===== config.mk =====
export PLATFORM = sky130hd
export DESIGN_NAME = ucrw_front
export DESIGN_NICKNAME = d
export VERILOG_FILES = /design/src/hdl/ucrw_pkg.sv /design/src/hdl/ucrw_front.sv
export SDC_FILE = /design/constraint.sdc
export NUM_CORES = 1
export LEC_CHECK = 0
export BUFFER_PORTS_ARGS = -buffer_cell sky130_fd_sc_hd__buf_2
export CAP_MARGIN = 0
export CORE_MARGIN = 1
export CORE_UTILIZATION = 40
export CTS_BUF_LIST = sky130_fd_sc_hd__clkbuf_8
export DETAILED_ROUTE_END_ITERATION = 7
export HOLD_SLACK_MARGIN = 0.05
export SYNTH_ARGS = -nofsm -noshare
export SYNTH_HDL_FRONTEND = slang
export SYNTH_SLANG_ARGS = --single-unit

===== constraint.sdc =====
create_clock -name clk -period 8.3 [get_ports clk]
set_input_delay 1.66 -clock clk [delete_from_list [all_inputs] [get_ports clk]]
set_output_delay 1.66 -clock clk [all_outputs]
set_load 0.05 [all_outputs]

===== src/hdl/ucrw_pkg.sv =====
`default_nettype none
package ucrw_pkg;

  localparam logic [1:0] ST_OK         = 2'd0;
  localparam logic [1:0] ST_UNALIGNED  = 2'd1;
  localparam logic [1:0] ST_UNMODELLED = 2'd2;

  localparam logic [1:0] SZ_BYTE = 2'd0;
  localparam logic [1:0] SZ_HALF = 2'd1;

  localparam logic [6:0] CW_CMD  = 7'h50;
  localparam logic [6:0] CW_STS  = 7'h51;
  localparam logic [6:0] CW_VIEW = 7'h5C;

  localparam logic [31:0] STS_RO   = 32'h0000_F000;
  localparam logic [31:0] STS_HALT = 32'h0000_1000;
  localparam logic [31:0] STS_PSS  = 32'h0000_4000;
  localparam logic [31:0] STS_ASS  = 32'h0000_8000;

  typedef struct packed {
    logic        op;
    logic [13:0] addr;
    logic [1:0]  size;
    logic [31:0] data;
    logic [1:0]  err;
  } entry_t;

  function automatic logic offset_known(input logic [13:0] off, input int num_cores);
    logic [6:0] cw;
    logic       res;
    cw = off[8:2];
    if (off[13:11] != 3'd0) begin
      res = (off[13:6] == 8'h20);
    end else if ({30'd0, off[10:9]} >= num_cores) begin
      res = 1'b0;
    end else if (cw >= 7'h50 && cw <= 7'h59) begin
      res = 1'b1;
    end else if (cw >= 7'h6B && cw <= 7'h77) begin
      res = 1'b1;
    end else begin
      res = (cw == 7'h40) || (cw == 7'h41) || (cw == 7'h42) || (cw == 7'h48) ||
            (cw == 7'h49) || (cw == 7'h5C) || (cw == 7'h60) || (cw == 7'h61) ||
            (cw == 7'h69) || (cw == 7'h6A);
    end
    return res;
  endfunction

  function automatic logic [31:0] reg_reset(input logic [11:0] w, input int num_cores);
    logic [31:0] v;
    v = 32'd0;
    if (w[11:9] == 3'd0 && {30'd0, w[8:7]} < num_cores) begin
      unique case (w[6:0])
        7'h40:   v = 32'h0100_0040;
        7'h41:   v = 32'h0000_0001;
        7'h42:   v = 32'h0000_0006;
        7'h48:   v = 32'h0000_0001;
        7'h49:   v = 32'h0000_0002;
        7'h51:   v = STS_HALT;
        7'h61:   v = 32'h0000_1000;
        default: v = 32'd0;
      endcase
    end
    return v;
  endfunction

  function automatic logic [7:0] phy_reset(input logic [5:0] a);
    logic [7:0] v;
    unique case (a)
      6'd0:    v = 8'h24;
      6'd1:    v = 8'h04;
      6'd2:    v = 8'h06;
      default: v = 8'h00;
    endcase
    return v;
  endfunction

endpackage
`default_nettype wire


===== src/hdl/ucrw_front.sv =====
`default_nettype none
module ucrw_front #(
  parameter int NUM_CORES = 4
) (
  input  wire logic            clk,
  input  wire logic            rst,
  input  wire logic            push,
  input  wire logic            operation,
  input  wire logic [13:0]     address,
  input  wire logic [1:0]      access_size,
  input  wire logic [31:0]     write_data,
  input  wire logic            pop,
  output ucrw_pkg::entry_t     head,
  output logic                 empty,
  output logic                 full
);

  ucrw_pkg::entry_t q [2];
  ucrw_pkg::entry_t e;
  logic             wp;
  logic             rp;
  logic [1:0]       count;

  always_comb begin
    e.op   = operation;
    e.addr = address;
    e.size = access_size;
    e.data = write_data;
    if (access_size[1] && address[1:0] != 2'd0) begin
      e.err = ucrw_pkg::ST_UNALIGNED;
    end else if (!ucrw_pkg::offset_known({address[13:2], 2'b00}, NUM_CORES)) begin
      e.err = ucrw_pkg::ST_UNMODELLED;
    end else begin
      e.err = ucrw_pkg::ST_OK;
    end
  end

  assign head  = q[rp];
  assign empty = (count == 2'd0);
  assign full  = (count == 2'd2);

  always_ff @(posedge clk) begin
    if (rst) begin
      wp    <= 1'b0;
      rp    <= 1'b0;
      count <= 2'd0;
    end else begin
      if (push) begin
        q[wp] <= e;
        wp    <= ~wp;
      end
      if (pop) begin
        rp <= ~rp;
      end
      count <= 2'(count + {1'b0, push} - {1'b0, pop});
    end
  end

`ifndef SYNTHESIS
  a_no_overflow: assert property (@(posedge clk) disable iff (rst) full |-> !push)
    else $error("push into full queue");
  a_no_underflow: assert property (@(posedge clk) disable iff (rst) empty |-> !pop)
    else $error("pop from empty queue");
  a_count: assert property (@(posedge clk) disable iff (rst) count <= 2'd2)
    else $error("queue count out of range");
`endif

endmodule
`default_nettype wire


==> results_dict.tcl, run 1 <==
set metrics [dict create \
    status "finished, final reports clean" \
    tritoncts_clock_tree "done" \
    path_clk_slew_ns 0.09 \
    timing.slew.headroom_pct 52.9 \
    root_buffer "sky130_fd_sc_hd__clkbuf_8" \
    detailed_place_hpwl_microns 4180 \
    final_common_cell "sky130_fd_sc_hd__buf_2" \
    grt_antenna_before_repair 0 \
    routed_via_density 4.68 \
    min_to "rp" \
    fillers 847 \
    die_x_extent_microns 102 \
    synth.yosys.seq_area_share_pct 79.3 \
    clock-skew-final_ns 0.00601 \
    fin_tns_setup_ns 0 \
    syn-cell-area_sq_mm 0.00399 \
    worst_r2r_startpoint "wp" \
    final_max_slew_viol_count 0 \
    place_congestion 0.712 \
    coreArea_sq_mm 0.00973 \
    hold_buffer_count_at_cts 0 \
    hold_path.class "reg -> reg" \
    cts_resized 0 \
    powerDensity_mw_per_mm2 225 \
    crit_path_end_kind "primary output" \
    max-vdd-ir-drop_mv 0.139 \
    crit_path_max_fanout 51 \
    rsz0062_at_grt "false" \
    initial_utilization_pct 41.0 \
    hold_path_startpoint "rp" \
    layout_min_cycle_time_ns 3.56 \
    timing.reg2reg.setup_slack_ns 6.77 \
    area_delta_synth_final_pct 21.6 \
    n_antenna_cell 0 \
    area_taken_by_multi_input_logic_gates_sq_um 787 \
    setup.worst_path.class "reg -> out" \
    yosys_warnings 0 \
    transition_at_the_pin_with_the_smallest_max_transition_slack_ns 0.707 \
    detailedRoute.firstIterationViolations 57 \
    ant_nets 0 \
    critical_path_required_ns 6.64 \
    reg2regPathDepth 2 \
    wirelength_met1_microns 3030 \
    dr_total_vias 2092 \
    drt_pass1_iterations 4 \
    most-common-layout-cells "sky130_fd_sc_hd__buf_2 (105), sky130_fd_sc_hd__edfxtp_1 (102), sky130_fd_sc_hd__mux2_2 (51), sky130_fd_sc_hd__clkbuf_8 (9), sky130_fd_sc_hd__nor2_1 (5)" \
    post-route-period-util_pct 42.8 \
    synth_async_sr_flop_share_pct 0 \
    total_nets_after_synthesis 251 \
    hold_depth 2 \
    worstReg2RegEnd "q[1][37]" \
    critical_path_arrival_ns 1.90 \
    drt-wirelength-per-cell_microns 15.2 \
    synthesis.instances 196 \
    grt_first_pass_wirelength_microns 10100 \
    postCtsSetupBuffers 0 \
    numPortBuffers 105 \
    die_height_microns 102 \
    remaining_drc_errors 0 \
    detailedPlace.worstSlack_ns 5.10 \
    met3_wirelength_from_detailed_routing_microns 419 \
    row_count 36 \
    final_net_count 364 \
    insertion_delay_ns 0.35 \
    clock_h_tree_levels 3 \
    post_route_cells_drive_above_1_share_pct 56.1 \
    synth_top_flop_cell "sky130_fd_sc_hd__edfxtp_1" \
    met2RoutedLength_microns 3280 \
    cts_max_path_bufs 2 \
    synth.avg_cell_area_sq_um 20.3 \
    postLayoutSetupSlackWorst_ns 4.74 \
    grt_pass1_vias 2069 \
    grt_overflow 0 \
    numCtsBuffers 9 \
    top_signal_layer_used "met4" \
    leakagePower_nw 1.78 \
    grt_use_total_pct 13.3 \
    tritoncts_num_sinks 107 \
    final-seq-area_sq_mm 0.00316 \
    number_of_enable_type_register_cells_in_the_synthesized_netlist 102 \
    route.final.wire_length_microns 6790 \
    grt_start_max_net_pins 52 \
    setup_violations 0 \
    fmax_mhz 281 \
    finalHoldViolCount 0 \
    critPathLaunchType "register" \
    drv_cap 0 \
    synth.lib_cells_used.distinct 25 \
    num_io_pins 106 \
    synth_seq_cells 107 \
    dieArea_sq_mm 0.0104 \
]
[worst max path at each step]
stage / from / endpoint / slack [ns] / cells after the start
CTS: register / head[0] / 4.70 / 3
floorplan: rst / q[0][0] / 2.38 / 1
global placement: register / head[0] / 5.10 / 3
global route: register / head[0] / 4.65 / 3
detailed placement: register / head[0] / 5.10 / 3
finish: register / head[0] / 4.74 / 3
[worst max-delay path, stage by stage (launching register included)]
cell and delay (ns):
sky130_fd_sc_hd__dfxtp_2 0.32, sky130_fd_sc_hd__buf_4 0.55, sky130_fd_sc_hd__mux2_2 0.44, sky130_fd_sc_hd__buf_2 0.22
[synthesized netlist by cell type, types with 2 or more instances]
library cell | number | area share (%)
sky130_fd_sc_hd__inv_1 | 4 | 0.38
sky130_fd_sc_hd__buf_2 | 5 | 0.63
sky130_fd_sc_hd__nor2_1 | 5 | 0.47
sky130_fd_sc_hd__nor2b_1 | 2 | 0.31
sky130_fd_sc_hd__xnor2_1 | 3 | 0.66
sky130_fd_sc_hd__or4b_1 | 2 | 0.50
sky130_fd_sc_hd__mux2_2 | 51 | 14
sky130_fd_sc_hd__dfxtp_1 | 5 | 2.5
sky130_fd_sc_hd__edfxtp_1 | 102 | 77
sky130_fd_sc_hd__ha_1 | 2 | 0.63
[report_power, final]
group          leakage, nW  switching, mW  total, mW  internal, mW
clock               0.0819          0.166      0.273         0.108
combinational        0.716          0.138      0.196        0.0578
sequential           0.979        0.00656      0.623         0.616
[registers in the layout, indices dropped and copies added, names as in the netlist, named ones only]
register  flops
rp            1
q           102
wp            1
count         2
[through the flow]
step | area [sq um] | cells | utilization (%) | hold slack (ns) | power (mW)
CTS | 4850 | 447 | 49.8 | 0.541 | 1.11
finish | 4850 | 447 | 49.8 | 0.531 | 1.09
global placement | 4680 | 431 | 48.1 | 0.494 | 0.832
detailed placement | 4680 | 431 | 48.1 | 0.510 | 0.834
global route | 4850 | 447 | 49.8 | 0.582 | 1.14
floorplan | 3990 | 196 | - | 0.480 | 0.783
[metal layers]
layer | vias up | GRT usage [%]
li1 | 990 | -
met1 | 1016 | 16.6
met2 | 77 | 22.1
met3 | 9 | 3.15
met4 | 0 | 5.60
met5 | - | 0
[cell type report]
type / count / area share, %
inverters: 4 / 0.310
clock buffers: 9 / 2.55
flip-flops and latches: 107 / 65.2
repair buffers: 108 / 11.3
multi-input cells: 79 / 16.2
well taps: 133 / 3.43
clock inverters: 7 / 0.929
[cell families after synthesis]
kind of cell	Yosys count	share of synthesized area, %
AND/OR/NAND/NOR	15	2.35
AO/OA/AOI/OAI	6	1.07
buffers and inverters	10	1.10
adder cells (fa/ha/maj)	2	0.627
flip-flops	107	79.3
multiplexers	52	14.7
XOR/XNOR	4	0.879
No activity file was read; power rests on OpenSTA's default activity.
==> inputs of run 2 (changes only) <==
ABC_AREA = 1   (was not set)
PLACE_DENSITY = 0.66   (was not set)
clock period = 2.9 ns   (was 8.3 ns; I/O delays follow)
==> results_dict.tcl, run 2 <==
set metrics [dict create \
    final_max_slew_viol_count 0 \
    total_nets_after_synthesis 272 \
    root_buffer "sky130_fd_sc_hd__clkbuf_8" \
    initial_utilization_pct 41.3 \
    die_height_microns 103 \
    synth.avg_cell_area_sq_um 18.7 \
    grt_start_max_net_pins 33 \
    grt_util_met2_pct 21.5 \
    coreArea_sq_mm 0.00982 \
    dieArea_sq_mm 0.0106 \
    fin_tns_setup_ns 0 \
    transition_at_the_pin_with_the_smallest_max_transition_slack_ns 0.661 \
    layout_min_cycle_time_ns 2.28 \
    grt.busiest_layer "met2" \
    place_congestion 0.696 \
    hold_depth 1 \
    area_delta_synth_final_pct 21.6 \
    synth.yosys.seq_area_share_pct 77.9 \
    reg2regPathDepth 4 \
    route.final.wire_length_microns 6880 \
    post_route_cells_drive_above_1_share_pct 50.3 \
    n_antenna_cell 0 \
    drt_pass1_iterations 4 \
    synthesis.instances 217 \
    critPathLaunchType "register" \
    critical_path_arrival_ns 1.70 \
    hold_path.class "in -> reg" \
    largestRegisters "q: 102 flops, count: 2 flops" \
    top_register "q" \
    detailed_place_hpwl_microns 4600 \
    synth_async_sr_flop_share_pct 0 \
    grt_pass1_vias 2072 \
    fmax_mhz 439 \
    insertion_delay_ns 0.36 \
    cts_resized 0 \
    drt-wirelength-per-cell_microns 14.7 \
    setup.worst_path.class "reg -> out" \
    crit_path_end_kind "primary output" \
    grt_first_pass_wirelength_microns 10100 \
    row_count 36 \
    tritoncts_num_sinks 107 \
    cp_slowest_cell "sky130_fd_sc_hd__mux2_2" \
    worst_r2r_startpoint "wp" \
    critPathMaxStageDelay_ns 0.39 \
    grt_antenna_before_repair 0 \
    numCtsBuffers 9 \
    grt_use_total_pct 13.2 \
    num_io_pins 106 \
    count_leader_synth "sky130_fd_sc_hd__edfxtp_1" \
    setup_violations 0 \
    numPortBuffers 105 \
    die_x_extent_microns 103 \
    number_of_enable_type_register_cells_in_the_synthesized_netlist 102 \
    postCtsSetupBuffers 0 \
    synth_seq_cells 107 \
    yosys_warnings 0 \
    synth.lib_cells_used.distinct 22 \
    power.total_mw 3.12 \
    hold_path_startpoint "write_data[27]" \
    detailedRoute.firstIterationViolations 29 \
    finalHoldViolCount 0 \
    routed_via_density 4.57 \
    remaining_drc_errors 0 \
    detailedPlace.worstSlack_ns 0.911 \
    most-common-layout-cells "sky130_fd_sc_hd__buf_2 (105), sky130_fd_sc_hd__edfxtp_1 (102), sky130_fd_sc_hd__mux2_2 (39), sky130_fd_sc_hd__nand2_1 (14)" \
    post-route-period-util_pct 78.5 \
    ant_nets 0 \
    rsz0062_at_grt "false" \
    timing.slew.headroom_pct 55.8 \
    cts_max_path_bufs 2 \
    powerDensity_mw_per_mm2 632 \
    synth_top_flop_cell "sky130_fd_sc_hd__edfxtp_1" \
    fin_area_sq_mm 0.00493 \
    status "finished, final reports clean" \
    netlist.top_cell.by_area "sky130_fd_sc_hd__edfxtp_1" \
    leakagePower_nw 1.86 \
    final_common_cell "sky130_fd_sc_hd__buf_2" \
    synth_top_cells_by_area "sky130_fd_sc_hd__edfxtp_1 (75%), sky130_fd_sc_hd__mux2_2 (11%), sky130_fd_sc_hd__mux2_1 (3.3%)" \
    final_net_count 387 \
    finalHoldWorstSlack_ns 0.401 \
    path_clk_slew_ns 0.10 \
    hold_buffer_count_at_cts 0 \
    drv_cap 0 \
    globalRouteMet3Util_pct 4.27 \
    critical_path_required_ns 2.32 \
    dr_total_vias 2141 \
    synth_top_cell_area_share_pct 75.5 \
    placed_area_sq_mm 0.00476 \
    synthTopCellsByCount "sky130_fd_sc_hd__edfxtp_1 (102), sky130_fd_sc_hd__mux2_2 (39), sky130_fd_sc_hd__nand2_1 (14), sky130_fd_sc_hd__inv_1 (12), sky130_fd_sc_hd__mux2_1 (12)" \
    syn-cell-area_sq_mm 0.00406 \
    crit_path_max_fanout 32 \
    grt_overflow 0 \
    postLayoutSetupSlackWorst_ns 0.623 \
    clock_h_tree_levels 3 \
    critical_path_cell_list "buf_4 -> mux2_2 -> buf_2" \
    clock-skew-final_ns 0.0105 \
    max-vdd-ir-drop_mv 0.303 \
    largest_reg_flops 102 \
    tritoncts_clock_tree "done" \
    grt_util_met1_pct 16.3 \
]
-- run 2: changes by cell type after synthesis, moves of 4 or more --
| cell | change |
|---|---|
| sky130_fd_sc_hd__nand2_1 | +14 |
| sky130_fd_sc_hd__mux2_1 | +12 |
| sky130_fd_sc_hd__mux2_2 | -12 |
| sky130_fd_sc_hd__inv_1 | +8 |
| sky130_fd_sc_hd__buf_6 | +5 |
| sky130_fd_sc_hd__nor2_1 | +5 |
| sky130_fd_sc_hd__buf_2 | -4 |
-- run 2: power by group --
part / internal (mW) / switching [mW] / total, mW
clock network: 0.320 / 0.493 / 0.812
logic: 0.157 / 0.384 / 0.540
registers: 1.75 / 0.0148 / 1.77
-- run 2: critical path: cells and delay by family, from the launching register on --
family                 cells  cell delay [ns]
multiplexers               1             0.39
buffers and inverters      2             0.59
flip-flops                 1             0.34
-- run 2: worst paths after layout --
check	end	slack (ns)
max	head[35]	0.62
min	q[0][29]	0.40
max reg2reg	q[0][35]	1.23
min reg2reg	wp	0.47
-- run 2: kinds of logic after synthesis --
logic type,synth area share (%)
AND/OR/NAND/NOR,3.24
buffers and inverters,2.62
AO/OA/AOI/OAI,1.02
multiplexers,14.1
XOR/XNOR,0.432
flip-flops,77.9
adder cells (fa/ha/maj),0.616
-- run 2: per-layer routing --
metal | up-vias | wire length (microns) | part of all wire (%)
li1 | 1042 | - | -
met1 | 1021 | 3000 | 44
met2 | 68 | 3290 | 48
met3 | 10 | 486 | 7.1
met4 | 0 | 99 | 1.4
met5 | - | 0 | 0
-- run 2: cell type report --
cell class | instances | area [sq um]
fillers | 874 | 4880
flip-flops and latches | 107 | 3160
multi-input cells | 92 | 808
repair buffers | 110 | 576
well taps | 133 | 166
clock buffers | 9 | 124
clock inverters | 6 | 51.3
inverters | 12 | 45.0
-- run 2: through the flow --
step / cells / utilization, %
2_1_floorplan: 217 / -
3_3_place_gp: 454 / 48.5
3_5_place_dp: 454 / 48.5
4_1_cts: 469 / 50.3
5_1_grt: 469 / 50.3
6_report: 469 / 50.3
